File: config.mk
export PLATFORM = sky130hd
export DESIGN_NAME = regression_slope_leak_detector
export DESIGN_NICKNAME = d
export VERILOG_FILES = /design/src/rtl/rsld_pkg.sv /design/src/rtl/rsld_queue.sv /design/src/rtl/rsld_front.sv /design/src/rtl/rsld_mul.sv /design/src/rtl/rsld_back.sv /design/src/rtl/regression_slope_leak_detector.sv
export VERILOG_INCLUDE_DIRS = /design/src /design/src/rtl
export SDC_FILE = /design/constraint.sdc
export NUM_CORES = 2
export LEC_CHECK = 0
export BUFFER_PORTS_ARGS = -buffer_cell sky130_fd_sc_hd__buf_2
export CAP_MARGIN = 20
export CORE_ASPECT_RATIO = 1.5
export CORE_MARGIN = 5
export CORE_UTILIZATION = 55
export CTS_CLUSTER_SIZE = 14
export DETAILED_ROUTE_END_ITERATION = 12
export PLACE_DENSITY = 0.73
export SLEW_MARGIN = 20
export SYNTH_ARGS = -nofsm -noshare
export SYNTH_HDL_FRONTEND = slang
export SYNTH_SLANG_ARGS = --single-unit
File: constraint.sdc
create_clock -name clk -period 24 [get_ports clk]
set_input_delay 4.8 -clock clk [delete_from_list [all_inputs] [get_ports clk]]
set_output_delay 4.8 -clock clk [all_outputs]
set_load 0.005 [all_outputs]
File: src/rtl/assert_macros.svh
// Assertion macros shared by the detector's RTL files.
// Each macro clocks on clk and is disabled while rst_n is low; define ASSERT_OFF to drop them.
`ifndef ASSERT_MACROS_SVH
`define ASSERT_MACROS_SVH

`ifndef ASSERT_OFF

// Same-cycle implication: whenever ante holds, cons holds too.
`define RSLD_ASSERT_IMPL(lbl, ante, cons, msg) \
  lbl: assert property (@(posedge clk) disable iff (!rst_n) (ante) |-> (cons)) \
    else $error(msg);

// Next-cycle implication: whenever ante holds, cons holds in the next cycle.
`define RSLD_ASSERT_NEXT(lbl, ante, cons, msg) \
  lbl: assert property (@(posedge clk) disable iff (!rst_n) (ante) |=> (cons)) \
    else $error(msg);

`else

`define RSLD_ASSERT_IMPL(lbl, ante, cons, msg)
`define RSLD_ASSERT_NEXT(lbl, ante, cons, msg)

`endif

`endif

File: src/rtl/rsld_pkg.sv
// Shared types and constants for the regression slope leak detector.
// No dependencies; the front end, multiplier, back end and top level refer to it by scoped names.
package rsld_pkg;

  localparam int TIME_W  = 32;
  localparam int T_W     = 24;
  localparam int USAGE_W = 24;
  localparam int CNT_W   = 11;
  localparam int ST_W    = 34;
  localparam int STT_W   = 58;
  localparam int P_W     = 69;
  localparam int THR_W   = 24;

  // The shared multiplier works on 24-bit limbs: up to three limbs of the
  // first operand and two of the second, accumulated into 96 bits.
  localparam int LIMB_W  = 24;
  localparam int A_W     = 3 * LIMB_W;
  localparam int B_W     = 2 * LIMB_W;
  localparam int ACC_W   = 4 * LIMB_W;

  localparam logic [T_W-1:0] TIME_SAT    = {T_W{1'b1}};
  localparam int             SLOPE_SCALE = 15000;

  localparam int MAX_SAMPLES_DEF = 1024;
  localparam int CMD_DEPTH_DEF   = 2;
  localparam int RES_DEPTH_DEF   = 2;

  typedef struct packed {
    logic               mode;
    logic [TIME_W-1:0]  time_ms;
    logic [USAGE_W-1:0] usage_kb;
  } in_item_t;

  typedef struct packed {
    logic             leak_detected;
    logic [CNT_W-1:0] sample_count;
    logic             sample_dropped;
  } out_item_t;

  typedef enum logic [1:0] {
    CMD_SAMPLE = 2'd0,
    CMD_CLEAR  = 2'd1,
    CMD_DROP   = 2'd2
  } cmd_kind_t;

  typedef struct packed {
    cmd_kind_t          kind;
    logic [T_W-1:0]     t;
    logic [USAGE_W-1:0] usage;
    logic [CNT_W-1:0]   count;
  } cmd_t;

  typedef struct packed {
    logic [A_W-1:0] a;
    logic [B_W-1:0] b;
    logic [1:0]     a_last;
    logic           b_last;
  } mul_req_t;

endpackage

File: src/rtl/rsld_queue.sv
// Small register queue with full/empty flags, used for commands and for results.
// Depends on assert_macros.svh only.
`include "assert_macros.svh"

module rsld_queue #(
  parameter int WIDTH = 8,
  parameter int DEPTH = 2
) (
  input  logic             clk,
  input  logic             rst_n,
  input  logic             wr,
  input  logic [WIDTH-1:0] wdata,
  input  logic             rd,
  output logic [WIDTH-1:0] rdata,
  output logic             full,
  output logic             empty
);

  localparam int PTR_W = $clog2(DEPTH);
  localparam int CNT_W = $clog2(DEPTH + 1);

  logic [WIDTH-1:0] mem_r [DEPTH];
  logic [PTR_W-1:0] wptr_r, wptr_nxt;
  logic [PTR_W-1:0] rptr_r, rptr_nxt;
  logic [CNT_W-1:0] cnt_r, cnt_nxt;
  logic             wr_en, rd_en;

  assign full  = (cnt_r == CNT_W'(DEPTH));
  assign empty = (cnt_r == '0);
  assign rdata = mem_r[rptr_r];
  assign wr_en = wr && !full;
  assign rd_en = rd && !empty;

  always_comb begin
    wptr_nxt = wptr_r;
    rptr_nxt = rptr_r;
    cnt_nxt  = cnt_r;
    if (wr_en) begin
      wptr_nxt = (wptr_r == PTR_W'(DEPTH - 1)) ? '0 : wptr_r + PTR_W'(1);
    end
    if (rd_en) begin
      rptr_nxt = (rptr_r == PTR_W'(DEPTH - 1)) ? '0 : rptr_r + PTR_W'(1);
    end
    if (wr_en && !rd_en) begin
      cnt_nxt = cnt_r + CNT_W'(1);
    end else if (rd_en && !wr_en) begin
      cnt_nxt = cnt_r - CNT_W'(1);
    end
  end

  always_ff @(posedge clk) begin
    if (!rst_n) begin
      wptr_r <= '0;
      rptr_r <= '0;
      cnt_r  <= '0;
    end else begin
      wptr_r <= wptr_nxt;
      rptr_r <= rptr_nxt;
      cnt_r  <= cnt_nxt;
    end
  end

  always_ff @(posedge clk) begin
    if (wr_en) begin
      mem_r[wptr_r] <= wdata;
    end
  end

  // Producers check full themselves; a write into a full queue would lose an item.
  `RSLD_ASSERT_IMPL(a_no_overflow, wr, !full, "write into a full queue")

endmodule

File: src/rtl/rsld_front.sv
// Front end: accepts items, tracks start time and sample count, and classifies each
// item into a sample, clear or drop command. Depends on rsld_pkg.
module rsld_front #(
  parameter int MAX_SAMPLES = rsld_pkg::MAX_SAMPLES_DEF
) (
  input  logic              clk,
  input  logic              rst_n,
  input  logic              push,
  output logic              full,
  input  rsld_pkg::in_item_t item,
  input  logic              cmd_full,
  output logic              cmd_wr,
  output rsld_pkg::cmd_t    cmd
);

  localparam int TW = rsld_pkg::TIME_W;
  localparam int CW = rsld_pkg::CNT_W;
  localparam int RW = rsld_pkg::T_W;

  logic [TW-1:0] start_r, start_nxt;
  logic [CW-1:0] cnt_r, cnt_nxt;
  logic [TW-1:0] rel;
  logic [RW-1:0] t_sat;
  logic          accept;

  assign full   = cmd_full;
  assign accept = push && !cmd_full;
  assign cmd_wr = accept;

  // Relative time, zero when the item is stamped before the start time and
  // saturated to 24 bits.
  assign rel = item.time_ms - start_r;

  always_comb begin
    if (item.time_ms < start_r) begin
      t_sat = '0;
    end else if (|rel[TW-1:RW]) begin
      t_sat = rsld_pkg::TIME_SAT;
    end else begin
      t_sat = rel[RW-1:0];
    end
  end

  always_comb begin
    start_nxt = start_r;
    cnt_nxt   = cnt_r;
    cmd.t     = t_sat;
    cmd.usage = item.usage_kb;
    if (item.mode) begin
      cmd.kind  = rsld_pkg::CMD_CLEAR;
      cmd.count = '0;
      if (accept) begin
        start_nxt = item.time_ms;
        cnt_nxt   = '0;
      end
    end else if (cnt_r >= CW'(MAX_SAMPLES)) begin
      cmd.kind  = rsld_pkg::CMD_DROP;
      cmd.count = cnt_r;
    end else begin
      cmd.kind  = rsld_pkg::CMD_SAMPLE;
      cmd.count = cnt_r + CW'(1);
      if (accept) begin
        cnt_nxt = cnt_r + CW'(1);
      end
    end
  end

  always_ff @(posedge clk) begin
    if (!rst_n) begin
      start_r <= '0;
      cnt_r   <= '0;
    end else begin
      start_r <= start_nxt;
      cnt_r   <= cnt_nxt;
    end
  end

endmodule

File: src/rtl/rsld_mul.sv
// Shared limb-serial multiplier: one 24 x 24 partial product per cycle, registered,
// then shifted and accumulated into 96 bits. Depends on rsld_pkg and assert_macros.svh.
`include "assert_macros.svh"

module rsld_mul (
  input  logic                        clk,
  input  logic                        rst_n,
  input  logic                        start,
  input  rsld_pkg::mul_req_t          req,
  output logic                        done,
  output logic [rsld_pkg::ACC_W-1:0]  prod
);

  localparam int LW  = rsld_pkg::LIMB_W;
  localparam int AW  = rsld_pkg::A_W;
  localparam int BW  = rsld_pkg::B_W;
  localparam int ACW = rsld_pkg::ACC_W;

  logic            busy_r, busy_nxt;
  logic [1:0]      i_r, i_nxt;
  logic            j_r, j_nxt;
  logic [AW-1:0]   a_r, a_nxt;
  logic [BW-1:0]   b_r, b_nxt;
  logic [1:0]      a_last_r, a_last_nxt;
  logic            b_last_r, b_last_nxt;
  logic [2*LW-1:0] pp_r, pp_nxt;
  logic [1:0]      pos_r, pos_nxt;
  logic            pp_v_r, pp_v_nxt;
  logic            pp_last_r, pp_last_nxt;
  logic [ACW-1:0]  acc_r, acc_nxt;
  logic            done_r, done_nxt;
  logic [LW-1:0]   a_limb, b_limb;
  logic [ACW-1:0]  pp_shift;

  assign done = done_r;
  assign prod = acc_r;

  always_comb begin
    case (i_r)
      2'd0:    a_limb = a_r[LW-1:0];
      2'd1:    a_limb = a_r[2*LW-1:LW];
      2'd2:    a_limb = a_r[3*LW-1:2*LW];
      default: a_limb = '0;
    endcase
    b_limb = j_r ? b_r[2*LW-1:LW] : b_r[LW-1:0];
  end

  always_comb begin
    case (pos_r)
      2'd0:    pp_shift = {{(ACW-2*LW){1'b0}}, pp_r};
      2'd1:    pp_shift = {{(ACW-3*LW){1'b0}}, pp_r, {LW{1'b0}}};
      2'd2:    pp_shift = {pp_r, {(2*LW){1'b0}}};
      default: pp_shift = {pp_r[LW-1:0], {(3*LW){1'b0}}};
    endcase
  end

  always_comb begin
    busy_nxt    = busy_r;
    i_nxt       = i_r;
    j_nxt       = j_r;
    a_nxt       = a_r;
    b_nxt       = b_r;
    a_last_nxt  = a_last_r;
    b_last_nxt  = b_last_r;
    pp_nxt      = pp_r;
    pos_nxt     = pos_r;
    pp_v_nxt    = 1'b0;
    pp_last_nxt = 1'b0;
    acc_nxt     = acc_r;
    done_nxt    = pp_v_r && pp_last_r;

    if (start) begin
      busy_nxt   = 1'b1;
      i_nxt      = '0;
      j_nxt      = 1'b0;
      a_nxt      = req.a;
      b_nxt      = req.b;
      a_last_nxt = req.a_last;
      b_last_nxt = req.b_last;
      acc_nxt    = '0;
    end else begin
      if (busy_r) begin
        pp_nxt      = a_limb * b_limb;
        pos_nxt     = i_r + {1'b0, j_r};
        pp_v_nxt    = 1'b1;
        pp_last_nxt = (i_r == a_last_r) && (j_r == b_last_r);
        if (i_r == a_last_r) begin
          i_nxt = '0;
          if (j_r == b_last_r) begin
            busy_nxt = 1'b0;
          end else begin
            j_nxt = 1'b1;
          end
        end else begin
          i_nxt = i_r + 2'd1;
        end
      end
      if (pp_v_r) begin
        acc_nxt = acc_r + pp_shift;
      end
    end
  end

  always_ff @(posedge clk) begin
    if (!rst_n) begin
      busy_r    <= 1'b0;
      pp_v_r    <= 1'b0;
      pp_last_r <= 1'b0;
      done_r    <= 1'b0;
    end else begin
      busy_r    <= busy_nxt;
      pp_v_r    <= pp_v_nxt;
      pp_last_r <= pp_last_nxt;
      done_r    <= done_nxt;
    end
  end

  always_ff @(posedge clk) begin
    i_r      <= i_nxt;
    j_r      <= j_nxt;
    a_r      <= a_nxt;
    b_r      <= b_nxt;
    a_last_r <= a_last_nxt;
    b_last_r <= b_last_nxt;
    pp_r     <= pp_nxt;
    pos_r    <= pos_nxt;
    acc_r    <= acc_nxt;
  end

  // A new job must not overlap partial products still in flight.
  `RSLD_ASSERT_IMPL(a_no_overlap, start, !busy_r && !pp_v_r, "multiplier restarted while busy")
  // A job ends with one last partial product, so completion is a single-cycle pulse.
  `RSLD_ASSERT_NEXT(a_done_pulse, done_r, !done_r, "multiplier done held high")

endmodule

File: src/rtl/rsld_back.sv
// Back end: holds the running sums and the threshold, and sequences the shared
// multiplier through the slope test for each sample or drop command. Depends on rsld_pkg, assert_macros.svh.
`include "assert_macros.svh"

module rsld_back (
  input  logic                         clk,
  input  logic                         rst_n,
  input  logic                         cfg_we,
  input  logic [rsld_pkg::THR_W-1:0]   cfg_wdata,
  input  logic                         cmd_empty,
  output logic                         cmd_rd,
  input  rsld_pkg::cmd_t               cmd,
  input  logic                         res_full,
  output logic                         res_wr,
  output rsld_pkg::out_item_t          res,
  output logic                         mul_start,
  output rsld_pkg::mul_req_t           mul_req,
  input  logic                         mul_done,
  input  logic [rsld_pkg::ACC_W-1:0]   mul_prod
);

  localparam int AW   = rsld_pkg::A_W;
  localparam int BW   = rsld_pkg::B_W;
  localparam int CW   = rsld_pkg::CNT_W;
  localparam int STW  = rsld_pkg::ST_W;
  localparam int STTW = rsld_pkg::STT_W;
  localparam int PW   = rsld_pkg::P_W;
  localparam int TW   = rsld_pkg::T_W;
  localparam int UW   = rsld_pkg::USAGE_W;
  localparam int THW  = rsld_pkg::THR_W;
  localparam int ACW  = rsld_pkg::ACC_W;
  localparam int LW   = rsld_pkg::LIMB_W;

  typedef enum logic [5:0] {
    ST_IDLE = 6'b000001,
    ST_MUL  = 6'b000010,
    ST_DEN  = 6'b000100,
    ST_NUM  = 6'b001000,
    ST_CMP  = 6'b010000,
    ST_OUT  = 6'b100000
  } state_t;

  // Multiplications in the order the sequencer issues them.
  typedef enum logic [2:0] {
    OP_TT = 3'd0,  // t * t
    OP_TU = 3'd1,  // t * usage
    OP_P  = 3'd2,  // n * sum(t*t)
    OP_Q  = 3'd3,  // sum(t) * sum(t)
    OP_A  = 3'd4,  // n * sum(t*u)
    OP_B  = 3'd5,  // sum(t) * sum(u)
    OP_L  = 3'd6,  // |num| * slope scale
    OP_R  = 3'd7   // denom * |threshold|
  } op_t;

  state_t              state_r, state_nxt;
  op_t                 op_r, op_nxt;
  logic [CW-1:0]       n_r, n_nxt;
  logic [STW-1:0]      st_r, st_nxt;
  logic [STW-1:0]      su_r, su_nxt;
  logic [STTW-1:0]     stt_r, stt_nxt;
  logic [STTW-1:0]     stu_r, stu_nxt;
  logic [THW-1:0]      thr_r, thr_nxt;
  logic [TW-1:0]       t_r, t_nxt;
  logic [UW-1:0]       u_r, u_nxt;
  logic [PW-1:0]       p_r, p_nxt;
  logic [PW-1:0]       pa_r, pa_nxt;
  logic [PW-1:0]       den_r, den_nxt;
  logic                den_pos_r, den_pos_nxt;
  logic                neg_num_r, neg_num_nxt;
  logic [ACW-1:0]      lhs_r, lhs_nxt;
  logic                drop_r, drop_nxt;
  rsld_pkg::out_item_t res_r, res_nxt;

  logic [PW:0]         diff_den, diff_ab, diff_ba;
  logic [THW-1:0]      thr_mag;
  logic                nn, nt, win;

  function automatic rsld_pkg::mul_req_t mk_req(input logic [AW-1:0] a,
                                                input logic [BW-1:0] b,
                                                input logic [1:0]    a_last,
                                                input logic          b_last);
    rsld_pkg::mul_req_t r;
    r.a      = a;
    r.b      = b;
    r.a_last = a_last;
    r.b_last = b_last;
    return r;
  endfunction

  assign res = res_r;

  // The multiplier holds its last product until the next start, so q and b
  // are read straight from its output.
  assign diff_den = {1'b0, p_r} - {1'b0, mul_prod[PW-1:0]};
  assign diff_ab  = {1'b0, pa_r} - {1'b0, mul_prod[PW-1:0]};
  assign diff_ba  = {1'b0, mul_prod[PW-1:0]} - {1'b0, pa_r};
  assign thr_mag  = thr_r[THW-1] ? (~thr_r + THW'(1)) : thr_r;

  // Sign-magnitude compare of num*15000 against threshold*denom; a zero
  // product counts as non-negative.
  always_comb begin
    nn = neg_num_r && (lhs_r != '0);
    nt = thr_r[THW-1] && (mul_prod != '0);
    if (nn != nt) begin
      win = !nn;
    end else if (!nn) begin
      win = lhs_r > mul_prod;
    end else begin
      win = lhs_r < mul_prod;
    end
  end

  always_comb begin
    state_nxt   = state_r;
    op_nxt      = op_r;
    n_nxt       = n_r;
    st_nxt      = st_r;
    su_nxt      = su_r;
    stt_nxt     = stt_r;
    stu_nxt     = stu_r;
    thr_nxt     = cfg_we ? cfg_wdata : thr_r;
    t_nxt       = t_r;
    u_nxt       = u_r;
    p_nxt       = p_r;
    pa_nxt      = pa_r;
    den_nxt     = den_r;
    den_pos_nxt = den_pos_r;
    neg_num_nxt = neg_num_r;
    lhs_nxt     = lhs_r;
    drop_nxt    = drop_r;
    res_nxt     = res_r;
    cmd_rd      = 1'b0;
    res_wr      = 1'b0;
    mul_start   = 1'b0;
    mul_req     = mk_req('0, '0, 2'd0, 1'b0);

    case (state_r)
      ST_IDLE: begin
        if (!cmd_empty) begin
          cmd_rd = 1'b1;
          case (cmd.kind)
            rsld_pkg::CMD_SAMPLE: begin
              t_nxt     = cmd.t;
              u_nxt     = cmd.usage;
              n_nxt     = n_r + CW'(1);
              st_nxt    = st_r + STW'(cmd.t);
              su_nxt    = su_r + STW'(cmd.usage);
              drop_nxt  = 1'b0;
              mul_start = 1'b1;
              mul_req   = mk_req(AW'(cmd.t), BW'(cmd.t), 2'd0, 1'b0);
              op_nxt    = OP_TT;
              state_nxt = ST_MUL;
            end
            rsld_pkg::CMD_DROP: begin
              drop_nxt  = 1'b1;
              mul_start = 1'b1;
              mul_req   = mk_req(AW'(stt_r), BW'(n_r), 2'd2, 1'b0);
              op_nxt    = OP_P;
              state_nxt = ST_MUL;
            end
            rsld_pkg::CMD_CLEAR: begin
              n_nxt     = '0;
              st_nxt    = '0;
              su_nxt    = '0;
              stt_nxt   = '0;
              stu_nxt   = '0;
              res_nxt   = '0;
              state_nxt = ST_OUT;
            end
            default: begin
            end
          endcase
        end
      end

      ST_MUL: begin
        if (mul_done) begin
          case (op_r)
            OP_TT: begin
              stt_nxt   = stt_r + STTW'(mul_prod[2*LW-1:0]);
              mul_start = 1'b1;
              mul_req   = mk_req(AW'(t_r), BW'(u_r), 2'd0, 1'b0);
              op_nxt    = OP_TU;
            end
            OP_TU: begin
              stu_nxt   = stu_r + STTW'(mul_prod[2*LW-1:0]);
              mul_start = 1'b1;
              mul_req   = mk_req(AW'(stt_r), BW'(n_r), 2'd2, 1'b0);
              op_nxt    = OP_P;
            end
            OP_P: begin
              p_nxt     = mul_prod[PW-1:0];
              mul_start = 1'b1;
              mul_req   = mk_req(AW'(st_r), BW'(st_r), 2'd1, 1'b1);
              op_nxt    = OP_Q;
            end
            OP_Q: begin
              state_nxt = ST_DEN;
            end
            OP_A: begin
              pa_nxt    = mul_prod[PW-1:0];
              mul_start = 1'b1;
              mul_req   = mk_req(AW'(st_r), BW'(su_r), 2'd1, 1'b1);
              op_nxt    = OP_B;
            end
            OP_B: begin
              state_nxt = ST_NUM;
            end
            OP_L: begin
              lhs_nxt   = mul_prod;
              mul_start = 1'b1;
              mul_req   = mk_req(AW'(den_r), BW'(thr_mag), 2'd2, 1'b0);
              op_nxt    = OP_R;
            end
            OP_R: begin
              state_nxt = ST_CMP;
            end
            default: begin
              state_nxt = ST_IDLE;
            end
          endcase
        end
      end

      ST_DEN: begin
        // denom = n*Stt - St*St; it must be strictly positive for a fit.
        den_nxt     = diff_den[PW-1:0];
        den_pos_nxt = !diff_den[PW] && (diff_den[PW-1:0] != '0);
        mul_start   = 1'b1;
        mul_req     = mk_req(AW'(stu_r), BW'(n_r), 2'd2, 1'b0);
        op_nxt      = OP_A;
        state_nxt   = ST_MUL;
      end

      ST_NUM: begin
        neg_num_nxt = diff_ab[PW];
        mul_start   = 1'b1;
        mul_req     = mk_req(AW'(diff_ab[PW] ? diff_ba[PW-1:0] : diff_ab[PW-1:0]),
                             BW'(rsld_pkg::SLOPE_SCALE), 2'd2, 1'b0);
        op_nxt      = OP_L;
        state_nxt   = ST_MUL;
      end

      ST_CMP: begin
        res_nxt.leak_detected  = win && den_pos_r && (n_r >= CW'(2));
        res_nxt.sample_count   = n_r;
        res_nxt.sample_dropped = drop_r;
        state_nxt              = ST_OUT;
      end

      ST_OUT: begin
        if (!res_full) begin
          res_wr    = 1'b1;
          state_nxt = ST_IDLE;
        end
      end

      default: begin
        state_nxt = ST_IDLE;
      end
    endcase
  end

  always_ff @(posedge clk) begin
    if (!rst_n) begin
      state_r <= ST_IDLE;
      n_r     <= '0;
      st_r    <= '0;
      su_r    <= '0;
      stt_r   <= '0;
      stu_r   <= '0;
      thr_r   <= '0;
    end else begin
      state_r <= state_nxt;
      n_r     <= n_nxt;
      st_r    <= st_nxt;
      su_r    <= su_nxt;
      stt_r   <= stt_nxt;
      stu_r   <= stu_nxt;
      thr_r   <= thr_nxt;
    end
  end

  always_ff @(posedge clk) begin
    op_r      <= op_nxt;
    t_r       <= t_nxt;
    u_r       <= u_nxt;
    p_r       <= p_nxt;
    pa_r      <= pa_nxt;
    den_r     <= den_nxt;
    den_pos_r <= den_pos_nxt;
    neg_num_r <= neg_num_nxt;
    lhs_r     <= lhs_nxt;
    drop_r    <= drop_nxt;
    res_r     <= res_nxt;
  end

  // The front end's sample count and the back end's must never drift apart.
  `RSLD_ASSERT_IMPL(a_count_sync, cmd_rd && (cmd.kind == rsld_pkg::CMD_SAMPLE),
                    cmd.count == n_r + CW'(1), "front and back sample counts differ")
  // No line can be fitted through fewer than two samples.
  `RSLD_ASSERT_IMPL(a_leak_needs_two, res_wr && res_r.leak_detected, n_r >= CW'(2),
                    "leak reported with fewer than two samples")

endmodule

File: src/rtl/regression_slope_leak_detector.sv
// Top level of the regression slope leak detector: front end, command queue, back end,
// shared multiplier and result queue. Depends on rsld_pkg and the rsld_* modules.
// The back end handles one command at a time on its single shared 24 x 24 limb multiplier;
// the command queue lets the front end accept further items while the back end is busy.
// Reset (rst_n low, synchronous) empties both queues and zeroes sums, start time, threshold.
module regression_slope_leak_detector #(
  parameter int MAX_SAMPLES = rsld_pkg::MAX_SAMPLES_DEF,
  parameter int CMD_DEPTH   = rsld_pkg::CMD_DEPTH_DEF,
  parameter int RES_DEPTH   = rsld_pkg::RES_DEPTH_DEF
) (
  input  logic                       clk,
  input  logic                       rst_n,
  input  logic                       push,
  output logic                       full,
  input  rsld_pkg::in_item_t         in_item,
  output logic                       empty,
  input  logic                       pop,
  output rsld_pkg::out_item_t        out_item,
  input  logic                       cfg_we,
  input  logic [rsld_pkg::THR_W-1:0] cfg_wdata
);

  // The front end classifies every accepted item on the spot. It keeps the
  // start time and its own copy of the sample count, so it can decide whether
  // a sample is kept or dropped and compute its saturated relative time
  // without waiting on the arithmetic behind it.
  logic                cmd_wr, cmd_full, cmd_empty, cmd_rd;
  rsld_pkg::cmd_t      cmd_in, cmd_out;

  // The back end walks a kept sample through the slope test: two products
  // that update the sums, then n*Stt, St*St, n*Stu, St*Su, |num|*15000 and
  // denom*|threshold|, all on one shared multiplier, and a final
  // sign-magnitude compare.
  logic                res_wr, res_full;
  rsld_pkg::out_item_t res_in;

  logic                mul_start, mul_done;
  rsld_pkg::mul_req_t  mul_req;
  logic [rsld_pkg::ACC_W-1:0] mul_prod;

  rsld_front #(
    .MAX_SAMPLES (MAX_SAMPLES)
  ) u_front (
    .clk      (clk),
    .rst_n    (rst_n),
    .push     (push),
    .full     (full),
    .item     (in_item),
    .cmd_full (cmd_full),
    .cmd_wr   (cmd_wr),
    .cmd      (cmd_in)
  );

  // The command queue lets the front end keep taking items while the back
  // end is still busy with an earlier one.
  rsld_queue #(
    .WIDTH ($bits(rsld_pkg::cmd_t)),
    .DEPTH (CMD_DEPTH)
  ) u_cmd_queue (
    .clk   (clk),
    .rst_n (rst_n),
    .wr    (cmd_wr),
    .wdata (cmd_in),
    .rd    (cmd_rd),
    .rdata (cmd_out),
    .full  (cmd_full),
    .empty (cmd_empty)
  );

  rsld_back u_back (
    .clk       (clk),
    .rst_n     (rst_n),
    .cfg_we    (cfg_we),
    .cfg_wdata (cfg_wdata),
    .cmd_empty (cmd_empty),
    .cmd_rd    (cmd_rd),
    .cmd       (cmd_out),
    .res_full  (res_full),
    .res_wr    (res_wr),
    .res       (res_in),
    .mul_start (mul_start),
    .mul_req   (mul_req),
    .mul_done  (mul_done),
    .mul_prod  (mul_prod)
  );

  rsld_mul u_mul (
    .clk   (clk),
    .rst_n (rst_n),
    .start (mul_start),
    .req   (mul_req),
    .done  (mul_done),
    .prod  (mul_prod)
  );

  // Finished results wait here, so a stalled consumer only stops the back
  // end once this queue is full.
  rsld_queue #(
    .WIDTH ($bits(rsld_pkg::out_item_t)),
    .DEPTH (RES_DEPTH)
  ) u_res_queue (
    .clk   (clk),
    .rst_n (rst_n),
    .wr    (res_wr),
    .wdata (res_in),
    .rd    (pop),
    .rdata (out_item),
    .full  (res_full),
    .empty (empty)
  );

endmodule

==> results by group <==
Status
  – Status: completed

Timing
  – Fmax: 99.00 MHz
  – Slew at the pin closest to its max-slew limit: 1.311 ns
  – Period utilisation layout: 42.09%
  – Final Setup Violations: 0
  – TNS Setup: 0 ns
  – Final Max Tran Viols: 0
  – Min cycle time layout: 10.10 ns
  – Fin Clk Skew: 0.06152 ns
  – RSZ-0062 raised after global routing: false
  – Slew headroom: 12.04%
  – Final Hold Violating Endpoints: 0

Clocking
  – Worst-Skew Late Latency: 0.80 ns
  – CTS buffer count: 101
  – Register clock-pin slew on the reported worst setup and hold paths: 0.07 ns
  – Total clock sinks: 1032
  – Post-CTS Repair Setup Buffers: 0
  – CTS Root Buffer Type: clkbuf_16
  – H-tree depth: 3
  – CTS tree: done
  – Cts hold-fix bufs: 0
  – Post-CTS Resized: 0
  – Clk buf depth: 3

Yosys
  – Post-Syn Area: 87170 µm²
  – #FFs+latches synth: 1032
  – Gate Count Post-Synth: 9495
  – Synth warn: 0
  – Yosys cell types: 90
  – Synth async-reset ratio: 0%
  – Sequential fraction of the synthesis area: 31.18%
  – Net Count, Synth: 10830
  – Ys flop type: edfxtp_1
  – EDFF count, synth: 651
  – Mean Syn Cell Area: 9.181 µm²

Drt
  – DRC errors left: 0
  – Detailed router's first-iteration violation count: 7786
  – Final wirelength: 374000 µm
  – Mean routed wirelength per cell: 32.13 µm
  – Antenna-violating nets left: 0
  – DRT Pass-1 Iters: 9
  – Via count: 76904
  – Vias per inst: 6.606

Cells and area
  – Design Area, Final: 93900 µm²
  – Share of layout cells above drive strength 1: 6.952%
  – Nets: 10800
  – Synth-to-Final Area Change: 7.715%
  – Most common cell after layout, fill and taps aside: inv_1
  – Most frequent cells in the layout: 934 x inv_1, 847 x nand2_1, 787 x nor2_1, 758 x ha_1, 651 x edfxtp_1

Global route
  – Vias in the first global route: 77899
  – Global-route wire length before repair: 530900 µm
  – Gr ovfl total: 0
  – Gr usage total: 43.79%
  – Antenna violations before repair: 21
  – Largest net degree at the start of global routing: 96

Placed design
  – DP Wirelength: 300000 µm
  – RD Place Congestion: 1.080
  – IO buf count: 100
  – Area after DPL: 90370 µm²

Min path
  – Worst hold path depth: 0
  – Hold EP: u_res_queue.mem_r[0][3]
  – Min-Delay Path Class: flip-flop to flip-flop
  – Hold wc startpoint: u_back.res[3]

Worst setup path
  – Most frequent CP cell: fa_1
  – Worst path required time: 24.49 ns
  – Cell family with most CP delay: adder cells
  – Worst setup EP type: flip-flop
  – Reg2reg start: u_mul.i_r[0]
  – Critical-path maximum fanout: 24
  – R2r setup slk: 13.90 ns
  – Startpoint types: flip-flop
  – Worst-case reg-to-reg path depth: 30
  – Crit path DAT: 10.59 ns
  – Slowest CP cell: a31oi_2
  – Max incr delay on CP: 0.99 ns
  – Worst path bufs/invs: 5
  – Worst reg2reg endpoint: u_mul.pp_r[47]
  – Crit Path Class: flip-flop to flip-flop

Flow run
  – Max-cap violations: 0

Floorplanning
  – Die footprint: 166700 µm²
  – Row count: 179
  – Initial core utilization: 55.13%
  – Width of the die: 335.1 µm
  – Die H: 497.6 µm
  – IO Pins: 101
  – Core area: 158100 µm²
## sequential cells by signal, indices dropped and copies added, names as in the netlist, 6 cells and up, named ones only
signal / flops
u_front.cnt_r: 11
u_back.state_r: 6
u_back.st_r: 34
u_back.thr_r: 24
u_back.den_r: 69
u_back.p_r: 69
u_front.start_r: 32
u_mul.pp_r: 48
u_back.u_r: 24
u_back.res: 13
u_cmd_queue.mem_r: 100
u_back.pa_r: 69
u_back.stu_r: 58
u_back.su_r: 34
u_back.t_r: 24
u_back.n_r: 11
u_back.lhs_r: 96
u_mul.b_r: 34
u_res_queue.mem_r: 26
u_mul.prod: 96
u_mul.a_r: 69
u_back.stt_r: 58
## metrics by stage
step / setup WS [ns] / hold slack [ns] / utilization, % / std cells
global route: 13.69 / 0.4658 / 59.37 / 11633
global placement: 14.00 / 0.4243 / 57.14 / 11434
floorplan: 15.66 / 0.4215 / - / 9495
finish: 13.90 / 0.4554 / 59.38 / 11642
CTS: 13.94 / 0.4528 / 59.31 / 11625
detailed placement: 14.02 / 0.4385 / 57.16 / 11436
## worst max-delay path by stage
stage | startpoint | slack [ns] | to | cells after the start
global route | u_mul.i_r[0] | 13.69 | u_mul.pp_r[47] | 30
floorplan | in_item[24] | 15.66 | u_cmd_queue.mem_r[0][37] | 17
CTS | u_mul.i_r[0] | 13.94 | u_mul.pp_r[47] | 30
detailed placement | u_mul.i_r[0] | 14.02 | u_mul.pp_r[47] | 30
global placement | u_mul.i_r[0] | 14.00 | u_mul.pp_r[47] | 30
finish | u_mul.i_r[0] | 13.90 | u_mul.pp_r[47] | 30
## cells in the mapped netlist (106+ instances only)
| master | count | area (µm²) |
|---|---|---|
| o21ai_0 | 456 | 2282 |
| nand4_1 | 150 | 938.4 |
| nand2_1 | 849 | 3187 |
| mux2i_1 | 181 | 1812 |
| nor2_1 | 791 | 2969 |
| fa_1 | 491 | 9829 |
| nand3_1 | 106 | 530.5 |
| a22oi_1 | 113 | 848.3 |
| xnor2_1 | 297 | 2601 |
| nor2b_1 | 241 | 1508 |
| clkbuf_1 | 419 | 1573 |
| and2_1 | 106 | 663.1 |
| inv_1 | 937 | 3517 |
| edfxtp_1 | 651 | 19550 |
| a21o_1 | 350 | 2628 |
| dfxtp_1 | 381 | 7627 |
| o21bai_1 | 117 | 878.3 |
| ha_1 | 758 | 9484 |
| xor2_1 | 171 | 1498 |
| a21oi_1 | 639 | 3198 |
| a31oi_1 | 111 | 694.4 |
## cell type report
type / instances / area (µm²)
fill: 13860 / 64220
timing repair buffer: 314 / 2107
tap: 2081 / 2604
clock buffer: 144 / 2851
clock inverter: 45 / 558.0
sequential: 1032 / 27180
antenna: 10 / 25.02
inverter: 937 / 3525
multi-input combinational: 7079 / 55040
## metal layers
metal,share of wire [%],global-route usage (%)
met5,0.031,0
met4,15,50.01
met3,7.4,8.182
met2,47,73.18
met1,30,42.37
## cells by family after synthesis
family	share of synthesized area (%)
AND/OR/NAND/NOR	14.47
XOR/XNOR	4.702
flip-flops	31.18
adder cells (fa/ha/maj)	22.16
buffers and inverters	5.978
AO/OA/AOI/OAI	18.14
multiplexers	3.383
Power is left out: the tool's default activity adds up to more than one toggle a clock period on the data nets, which glitch-free logic cannot reach.
